<file path="src/rtl/rd_pkg.sv">
// ----------------------------------------------------------------------------
// rd_pkg: shared definitions for the restoring divider
// Port widths and the command word from the sequencer to the datapath.
// ----------------------------------------------------------------------------
package rd_pkg;

  localparam int unsigned DATA_W        = 32;
  localparam int unsigned DEFAULT_WIDTH = 32;

  typedef struct packed {
    logic load;     // latch operands, clear partial remainder
    logic step;     // one restoring iteration
    logic publish;  // copy result into the output register
    logic taken;    // output word consumed downstream
  } rd_cmd_t;

endpackage

</file>
<file path="src/rtl/rd_ctrl.sv">
// ----------------------------------------------------------------------------
// rd_ctrl: sequencer for the restoring divider
// Runs WIDTH iterations per word and manages the output register handshake.
// ----------------------------------------------------------------------------
module rd_ctrl #(
  parameter int unsigned WIDTH = rd_pkg::DEFAULT_WIDTH
) (
  input  logic            clk_i,
  input  logic            rst_ni,
  input  logic            in_valid_i,
  output logic            in_stall_o,
  output logic            out_valid_o,
  input  logic            out_stall_i,
  output rd_pkg::rd_cmd_t cmd_o
);
  import rd_pkg::*;

  localparam int unsigned CntW = $clog2(WIDTH);

  typedef enum logic [1:0] {
    ST_IDLE,
    ST_BUSY,
    ST_PUB
  } state_e;

  state_e          state_q;
  logic [CntW-1:0] cnt_q;
  logic            out_valid_q;
  logic            slot_free;
  logic            accept;
  logic            last;

  assign slot_free = !out_valid_q || !out_stall_i;
  assign last      = (cnt_q == CntW'(WIDTH - 1));
  // a new word may enter while the previous result is being published
  assign in_stall_o = !((state_q == ST_IDLE) || ((state_q == ST_PUB) && slot_free));
  assign accept     = in_valid_i && !in_stall_o;

  always_comb begin
    cmd_o         = '0;
    cmd_o.load    = accept;
    cmd_o.step    = (state_q == ST_BUSY);
    cmd_o.publish = (state_q == ST_PUB) && slot_free;
    cmd_o.taken   = out_valid_q && !out_stall_i;
  end

  assign out_valid_o = out_valid_q;

  always_ff @(posedge clk_i or negedge rst_ni) begin
    if (!rst_ni) begin
      state_q     <= ST_IDLE;
      cnt_q       <= '0;
      out_valid_q <= 1'b0;
    end else begin
      if (cmd_o.publish) begin
        out_valid_q <= 1'b1;
      end else if (cmd_o.taken) begin
        out_valid_q <= 1'b0;
      end
      case (state_q)
        ST_IDLE: begin
          if (accept) begin
            state_q <= ST_BUSY;
            cnt_q   <= '0;
          end
        end
        ST_BUSY: begin
          cnt_q <= cnt_q + CntW'(1);
          if (last) begin
            state_q <= ST_PUB;
          end
        end
        ST_PUB: begin
          if (accept) begin
            state_q <= ST_BUSY;
            cnt_q   <= '0;
          end else if (slot_free) begin
            state_q <= ST_IDLE;
          end
        end
        default: begin
          state_q <= ST_IDLE;
        end
      endcase
    end
  end

endmodule

</file>
<file path="src/rtl/rd_dp.sv">
// ----------------------------------------------------------------------------
// rd_dp: restoring divider datapath
// Partial remainder, shifting dividend/quotient register and output register.
// ----------------------------------------------------------------------------
module rd_dp #(
  parameter int unsigned WIDTH = rd_pkg::DEFAULT_WIDTH
) (
  input  logic                      clk_i,
  input  rd_pkg::rd_cmd_t           cmd_i,
  input  logic [rd_pkg::DATA_W-1:0] dividend_i,
  input  logic [rd_pkg::DATA_W-1:0] divisor_i,
  output logic [rd_pkg::DATA_W-1:0] quotient_o,
  output logic [rd_pkg::DATA_W-1:0] remainder_o,
  output logic                      divide_by_zero_o
);
  import rd_pkg::*;

  logic [WIDTH-1:0]  rem_q, rem_d;
  logic [WIDTH-1:0]  num_q, num_d;   // dividend bits out at the top, quotient bits in
  logic [WIDTH-1:0]  den_q;
  logic              dz_q;
  logic [WIDTH:0]    rem_shift;
  logic [WIDTH:0]    diff;
  logic              ge;
  logic [DATA_W-1:0] quo_q, rem_out_q;
  logic              dz_out_q;

  // remainder kept one bit wider during the trial so large divisors work
  assign rem_shift = {rem_q, num_q[WIDTH-1]};
  assign ge        = (rem_shift >= {1'b0, den_q});
  assign diff      = rem_shift - {1'b0, den_q};

  always_comb begin
    rem_d = rem_q;
    num_d = num_q;
    if (cmd_i.load) begin
      rem_d = '0;
      num_d = WIDTH'(dividend_i);
    end else if (cmd_i.step) begin
      rem_d = ge ? diff[WIDTH-1:0] : rem_shift[WIDTH-1:0];
      num_d = {num_q[WIDTH-2:0], ge};
    end
  end

  always_ff @(posedge clk_i) begin
    rem_q <= rem_d;
    num_q <= num_d;
    if (cmd_i.load) begin
      den_q <= WIDTH'(divisor_i);
      dz_q  <= (WIDTH'(divisor_i) == '0);
    end
    if (cmd_i.publish) begin
      quo_q     <= dz_q ? '0 : DATA_W'(num_q);
      rem_out_q <= dz_q ? '0 : DATA_W'(rem_q);
      dz_out_q  <= dz_q;
    end
  end

  assign quotient_o       = quo_q;
  assign remainder_o      = rem_out_q;
  assign divide_by_zero_o = dz_out_q;

endmodule

</file>
<file path="src/rtl/restoring_divider_u32.sv">
// ----------------------------------------------------------------------------
// restoring_divider_u32: unsigned restoring divider
// One quotient bit per cycle, MSB first; zero divisor flags and returns zeros.
// ----------------------------------------------------------------------------
//  channel  | handshake               | payload
//  ---------+-------------------------+----------------------------------------
//  in       | in_valid_i / in_stall_o | dividend_i, divisor_i
//  out      | out_valid_o/ out_stall_i| quotient_o, remainder_o, divide_by_zero_o
//
//  A word runs WIDTH iterations and then loads the output
//  register; a new word cannot start before the last is through its
//  iterations, as all words share the single subtract-and-restore step.
//  The next word is taken in the cycle its predecessor moves to the output
//  register, so a waiting result does not block input unless that register is
//  still full at the end of the iterations.
//  Reset clears the sequencer and the output valid; datapath is not reset.
// ----------------------------------------------------------------------------
module restoring_divider_u32 #(
  parameter int unsigned WIDTH = rd_pkg::DEFAULT_WIDTH
) (
  input  logic                      clk_i,
  input  logic                      rst_ni,
  input  logic                      in_valid_i,
  output logic                      in_stall_o,
  input  logic [rd_pkg::DATA_W-1:0] dividend_i,
  input  logic [rd_pkg::DATA_W-1:0] divisor_i,
  output logic                      out_valid_o,
  input  logic                      out_stall_i,
  output logic [rd_pkg::DATA_W-1:0] quotient_o,
  output logic [rd_pkg::DATA_W-1:0] remainder_o,
  output logic                      divide_by_zero_o
);
  import rd_pkg::*;

  rd_cmd_t cmd;

  rd_ctrl #(
    .WIDTH (WIDTH)
  ) u_ctrl (
    .clk_i       (clk_i),
    .rst_ni      (rst_ni),
    .in_valid_i  (in_valid_i),
    .in_stall_o  (in_stall_o),
    .out_valid_o (out_valid_o),
    .out_stall_i (out_stall_i),
    .cmd_o       (cmd)
  );

  rd_dp #(
    .WIDTH (WIDTH)
  ) u_dp (
    .clk_i            (clk_i),
    .cmd_i            (cmd),
    .dividend_i       (dividend_i),
    .divisor_i        (divisor_i),
    .quotient_o       (quotient_o),
    .remainder_o      (remainder_o),
    .divide_by_zero_o (divide_by_zero_o)
  );

endmodule

</file>
<file path="config.mk">
export PLATFORM = sky130hd
export DESIGN_NAME = restoring_divider_u32
export DESIGN_NICKNAME = d
export VERILOG_FILES = /design/src/rtl/rd_pkg.sv /design/src/rtl/rd_ctrl.sv /design/src/rtl/rd_dp.sv /design/src/rtl/restoring_divider_u32.sv
export SDC_FILE = /design/constraint.sdc
export NUM_CORES = 1
export LEC_CHECK = 0
export ABC_AREA = 0
export BUFFER_PORTS_ARGS = -buffer_cell sky130_fd_sc_hd__buf_4
export CORE_MARGIN = 2
export CORE_UTILIZATION = 35
export CTS_CLUSTER_DIAMETER = 200
export DETAILED_ROUTE_END_ITERATION = 16
export GPL_ROUTABILITY_DRIVEN = 1
export PLACE_DENSITY_LB_ADDON = 0.08
export SYNTH_ARGS = -nofsm -noshare
export SYNTH_HDL_FRONTEND = slang
export SYNTH_SLANG_ARGS = --single-unit
</file>
<file path="constraint.sdc">
create_clock -name clk_i -period 4.2 [get_ports clk_i]
set_input_delay 1.26 -clock clk_i [delete_from_list [all_inputs] [get_ports clk_i]]
set_output_delay 1.26 -clock clk_i [all_outputs]
set_load 0.005 [all_outputs]
</file>
==> flow_summary.ini, run 1 <==
[setup_path]
r2r_slack_ns = 0.81
arrival_ns = 3.65
cpLargestDelayFamily = compound AO/OA/AOI/OAI gates
worstPathRequired_ns = 4.46
rr_startpoint = u_dp.den_q[14]
crit_path_end = u_dp.rem_q[6]
startpoint_type = flip-flop
crit_buf_inv = 2
critPathKind = reg -> reg
r2r_end = u_dp.rem_q[6]
crit_path_top_delay_cell = a31oi_4
critical_path_depth = 12
path_cells = inv_1 > ha_1 > a21oi_1 > o211ai_1 > nor3b_1 > a21oi_1 > a21oi_1 > o21ai_2 > a31oi_4 > buf_4 > mux2i_1 > o21ai_1
worst_setup_path_end_kind = flip-flop
crit_start = u_dp.den_q[14]
cpMostUsedCell = a21oi_1
rr_worst_depth = 12
cp_slowest_stage_delay_ns = 0.52
cp_max_fo = 18

[die]
ios = 135
die_h_microns = 157
die_w_microns = 157
initial_core_util_pct = 35.8
core_area_sq_um = 22800
die_area_sq_um = 24500
num_rows = 55

[placed_design]
hpwl_microns = 13900
finalWeightedCongestion = 0.884
numPortBuffers = 134
place_area_sq_um = 9480

[synthesis]
synth_cell_type_count = 53
synth.area.top_cells = edfxtp_1, dfxtp_1, nand2_1, nor2b_1, ha_1
synth_top_area_share_pct = 47.9
yosysWarnings = 0
synth_edf_count = 130
syn-num-nets = 846
synth_seq_cells = 170
syn_inst = 743
synth_common_cells = nand2_1, edfxtp_1, nor2b_1, inv_1, ha_1
yosysSeqAreaShare_pct = 58.2
synthFlopType = edfxtp_1
ys_async_sr_fraction_pct = 4.71
yosysMostFrequentCell = nand2_1
post-synth-top-area-cell = edfxtp_1
synth_area_per_cell_sq_um = 11.0
syn_area_sq_um = 8160

[detailed_routing]
vias = 5781
totalWireLength_microns = 19500
drtIter0Drc = 375
drc_errors = 0
drt_first_pass_iters = 5
antenna_left = 0
post_drt_wl_per_cell_microns = 16.3
post_drt_via_cell_ratio = 4.82

[timing]
fin_crit_sh_pct = 80.7
fin_setup_tns_ns = 0
clock_skew_ns = 0.00781
report.final.slew_viol_count = 0
final-setup-viol-count = 0
tightest_slew_ns = 1.28
hold_viol = 0
relSlewSlack_pct = 15.0
rsz0062_at_grt = false
fin_crit_ns = 3.39
fmaxAchievable_mhz = 295

[global_routing]
antenna_found_initial = 0
grt_overflow = 0
grt_pass1_vias = 5901
grt_pass1_wl_microns = 31400
track_usage_pct = 16.4
grt_max_degree = 69

[clocking]
cts_tree = built
insertion_delay_ns = 0.42
cts_buffers = 17
cts_root_buf = clkbuf_16
cts_max_level = 4
cts.sinks = 170
ctsHoldBuffers = 0
clockBufferDepth = 2
cts-resized-gates = 0
cts_setup_buffers = 0
clk_pin_slew_ns = 0.07

[hold_path]
hold_path.class = reg -> reg

[pwr]
vdd_drop_max_mv = 0.328
leakagePower_nw = 4.20
power_density_nw_per_um2 = 718

[layout]
insertedDiodeCount = 0
final_nets = 976
area_growth_pct = 23.7
final_area_sq_um = 10100
drive_above_1_share_pct = 20.3

[status]
outcome = completed

[run]
maxCapViolations = 0
-- layout make-up --
type                            count  area, sq um
Fill cell                        2201        12700
Sequential cell                   170         4740
Multi-Input combinational cell    501         3120
Timing Repair Buffer              143         1070
Clock buffer                       19          433
Tap cell                          313          392
Clock inverter                     13          183
Inverter                           40          150
-- metrics by stage --
step	power, mW	hold slack, ns	cells	util [%]	setup slack [ns]
global route	7.79	0.531	1199	44.3	0.374
floorplan	4.90	0.424	743	-	0.619
detailed placement	5.63	0.483	1167	41.6	0.850
global placement	5.57	0.467	1167	41.6	0.950
finish	7.25	0.490	1199	44.3	0.810
CTS	7.30	0.492	1199	44.3	0.833
-- placed cells by master (no fill, tap or decap), types with 3 or more instances in the layout --
master     Yosys  final
o21ai_0       28     28
nand2b_1       4      4
a21o_1        10     10
bufinv_16      0      3
inv_6          0      5
inv_1         39     39
nand2_1      142    142
o21bai_1       4      4
ha_1          34     34
nor2b_1       69     69
nor2_1        21     20
a31oi_1        3      3
edfxtp_1     130    130
o21ai_1       21     21
nor3_1         3      3
clkbuf_16      0     17
xnor2_1       11     11
buf_4          1    143
and3_1         5      5
dfrtp_1        8      8
dfxtp_1       32     32
mux2i_1       22     22
o211ai_1       4      4
o21a_1         4      4
nand3_1       12     12
a32oi_1        8      8
nand4_1       11     11
a21oi_1       32     31
xor2_1        21     21
nor4_1         9      9
-- metal layers --
metal  GRT usage (%)  share of wire (%)  up-vias
met4            4.46               0.99        0
met5               0                  0        -
met1            22.4                 48     2729
li1                -                  -     2880
met2            27.1                 46      159
met3            2.77                4.8       13
-- worst min-delay path by stage --
stage / end / start / cells after the start / slack (ns)
global placement: u_dp.rem_q[13] / u_dp.rem_q[13] / 2 / 0.47
global route: u_dp.rem_q[3] / u_dp.rem_q[3] / 2 / 0.53
floorplan: u_dp.divide_by_zero_o / u_dp.dz_q / 0 / 0.42
finish: u_dp.rem_q[3] / u_dp.rem_q[3] / 2 / 0.49
detailed placement: u_dp.rem_q[3] / u_dp.rem_q[3] / 2 / 0.48
CTS: u_dp.rem_q[3] / u_dp.rem_q[3] / 2 / 0.49
-- power by group --
part           total [mW]  internal, mW  switching (mW)
Combinational        2.89          1.23            1.66
Clock                1.66         0.956           0.701
Sequential           2.70          2.38           0.315
Total                7.25          4.57            2.67
-- tightest hold or removal path: stages (launching register included) --
cell     delay, ns
dfxtp_1       0.34
nand2_1       0.06
o21ai_1       0.05
-- flip-flops by register name, summed over array words and instances, names as in the netlist, 2 cells and up --
name / cells
u_ctrl.cnt_q: 5
u_dp.rem_q: 32
u_ctrl.state_q: 2
u_dp.num_q: 32
u_dp.remainder_o: 32
u_dp.den_q: 32
u_dp.quotient_o: 32
-- cells by family after synthesis --
group                    after synthesis  share of synthesized area [%]
AO/OA/AOI/OAI                        132                           10.2
adder cells (fa/ha/maj)               35                           5.46
buffers and inverters                 72                           3.77
multiplexers                          22                           2.70
AND/OR/NAND/NOR                      280                           16.3
XOR/XNOR                              32                           3.44
flip-flops                           170                           58.2
Power figures use the tool's default switching activity.
==> run 2, diff against run 1 <==
==> constraint.sdc (replaced) <==
create_clock -name clk_i -period 3.4 [get_ports clk_i]
set_input_delay 1.02 -clock clk_i [delete_from_list [all_inputs] [get_ports clk_i]]
set_output_delay 1.02 -clock clk_i [all_outputs]
set_load 0.005 [all_outputs]
==> flow_summary.ini, run 2 (same netlist as run 1, synthesis figures left out) <==
[setup_path]
critPathKind = reg -> reg
worst_setup_path_end_kind = flip-flop
startpoint_type = flip-flop
worstPathRequired_ns = 3.70
arrival_ns = 3.37
rr_worst_depth = 11
cp_max_fo = 11

[clocking]
cts_root_buf = clkbuf_16
cts_setup_buffers = 0
ctsHoldBuffers = 0
insertion_delay_ns = 0.43
cts-resized-gates = 0
clk_pin_slew_ns = 0.07
cts.sinks = 170
cts_tree = built
cts_buffers = 17
clockBufferDepth = 2
cts_max_level = 4

[timing]
tightest_slew_ns = 0.846
final-setup-viol-count = 0
fin_setup_tns_ns = 0
relSlewSlack_pct = 43.6
fin_crit_ns = 3.08
rsz0062_at_grt = false
report.final.slew_viol_count = 0
fin_crit_sh_pct = 90.5
whs_ns = 0.397
fmaxAchievable_mhz = 325
hold_viol = 0
clock_skew_ns = 0.0121

[hold_path]
hold_path.class = in -> async

[placed_design]
place_area_sq_um = 9510
hpwl_microns = 13700
numPortBuffers = 134
finalWeightedCongestion = 0.876

[global_routing]
grt_max_degree = 69
grt_pass1_wl_microns = 30700
antenna_found_initial = 0
grt_pass1_vias = 5857
grt_overflow = 0
track_usage_pct = 16.2

[layout]
regArea_sq_um = 4740
fill_cells = 2192
drive_above_1_share_pct = 20.7
insertedDiodeCount = 0
multiInputGateArea_sq_um = 3120
final_area_sq_um = 10100
final_nets = 978
area_growth_pct = 24.0
layout_common_cells = buf_4, nand2_1, edfxtp_1
final_common_cell = buf_4

[detailed_routing]
drc_errors = 0
drtIter0Drc = 312
vias = 5826
post_drt_wl_per_cell_microns = 16.1
post_drt_via_cell_ratio = 4.85
drt_first_pass_iters = 4
totalWireLength_microns = 19400
antenna_left = 0

[die]
die_area_sq_um = 24500
initial_core_util_pct = 35.8
die_h_microns = 157
die_w_microns = 157
ios = 135
num_rows = 55
core_area_sq_um = 22800

[pwr]
leakagePower_nw = 4.21
vdd_drop_max_mv = 0.395
power_density_nw_per_um2 = 884

[run]
maxCapViolations = 0

[status]
outcome = completed
==> run 2: final timing paths <==
path                                      from              end  slack, ns
worst min register to register   u_dp.rem_q[8]    u_dp.rem_q[8]       0.49
worst min-delay path                    rst_ni  u_ctrl.cnt_q[3]       0.40
worst max register to register  u_dp.rem_q[25]   u_dp.rem_q[28]       0.32
worst max-delay path            u_dp.rem_q[25]   u_dp.rem_q[28]       0.32
min in group clk_i               u_dp.rem_q[8]    u_dp.rem_q[8]       0.49
max in group asynchronous               rst_ni  u_ctrl.cnt_q[4]       2.87
==> run 2: per-stage QoR <==
stage | power [mW] | util, % | worst slack, ns | instances
floorplan | 6.05 | - | 0.0595 | 743
global placement | 6.90 | 41.7 | 0.421 | 1169
detailed placement | 6.97 | 41.7 | 0.362 | 1169
CTS | 9.01 | 44.4 | 0.332 | 1201
global route | 9.59 | 44.4 | 0.161 | 1201
finish | 8.94 | 44.4 | 0.323 | 1201
==> run 2: worst max-delay path, stage by stage, from the launching register on <==
cell	delay (ns)
dfxtp_1	0.45
ha_1	0.37
a21o_1	0.22
a21oi_1	0.16
nor2b_1	0.09
a311o_1	0.36
a31o_1	0.19
a211o_1	0.32
a31oi_4	0.26
buf_4	0.25
mux2i_1	0.20
o21ai_1	0.09
==> run 2: area by class of cell <==
type                            instances  area share, %
Clock buffer                           17           4.21
Clock inverter                         15           1.81
Inverter                               40           1.48
Multi-Input combinational cell        501           30.8
Sequential cell                       170           46.9
Tap cell                              313           3.87
Timing Repair Buffer                  145           10.9
==> run 2: where the power goes <==
part | internal (mW) | total, mW | leakage, nW | switching [mW]
registers | 2.94 | 3.33 | 1.60 | 0.391
clock network | 1.11 | 2.00 | 0.291 | 0.893
logic | 1.55 | 3.60 | 2.31 | 2.05
total | 5.60 | 8.94 | 4.21 | 3.34
==> run 2: routing by layer <==
metal | GRT usage, % | routed length (microns) | up-vias
met3 | 3.21 | 988 | 30
met1 | 21.8 | 9210 | 2758
met5 | 0 | 0 | -
met4 | 5.46 | 383 | 0
li1 | - | - | 2884
met2 | 26.3 | 8800 | 154
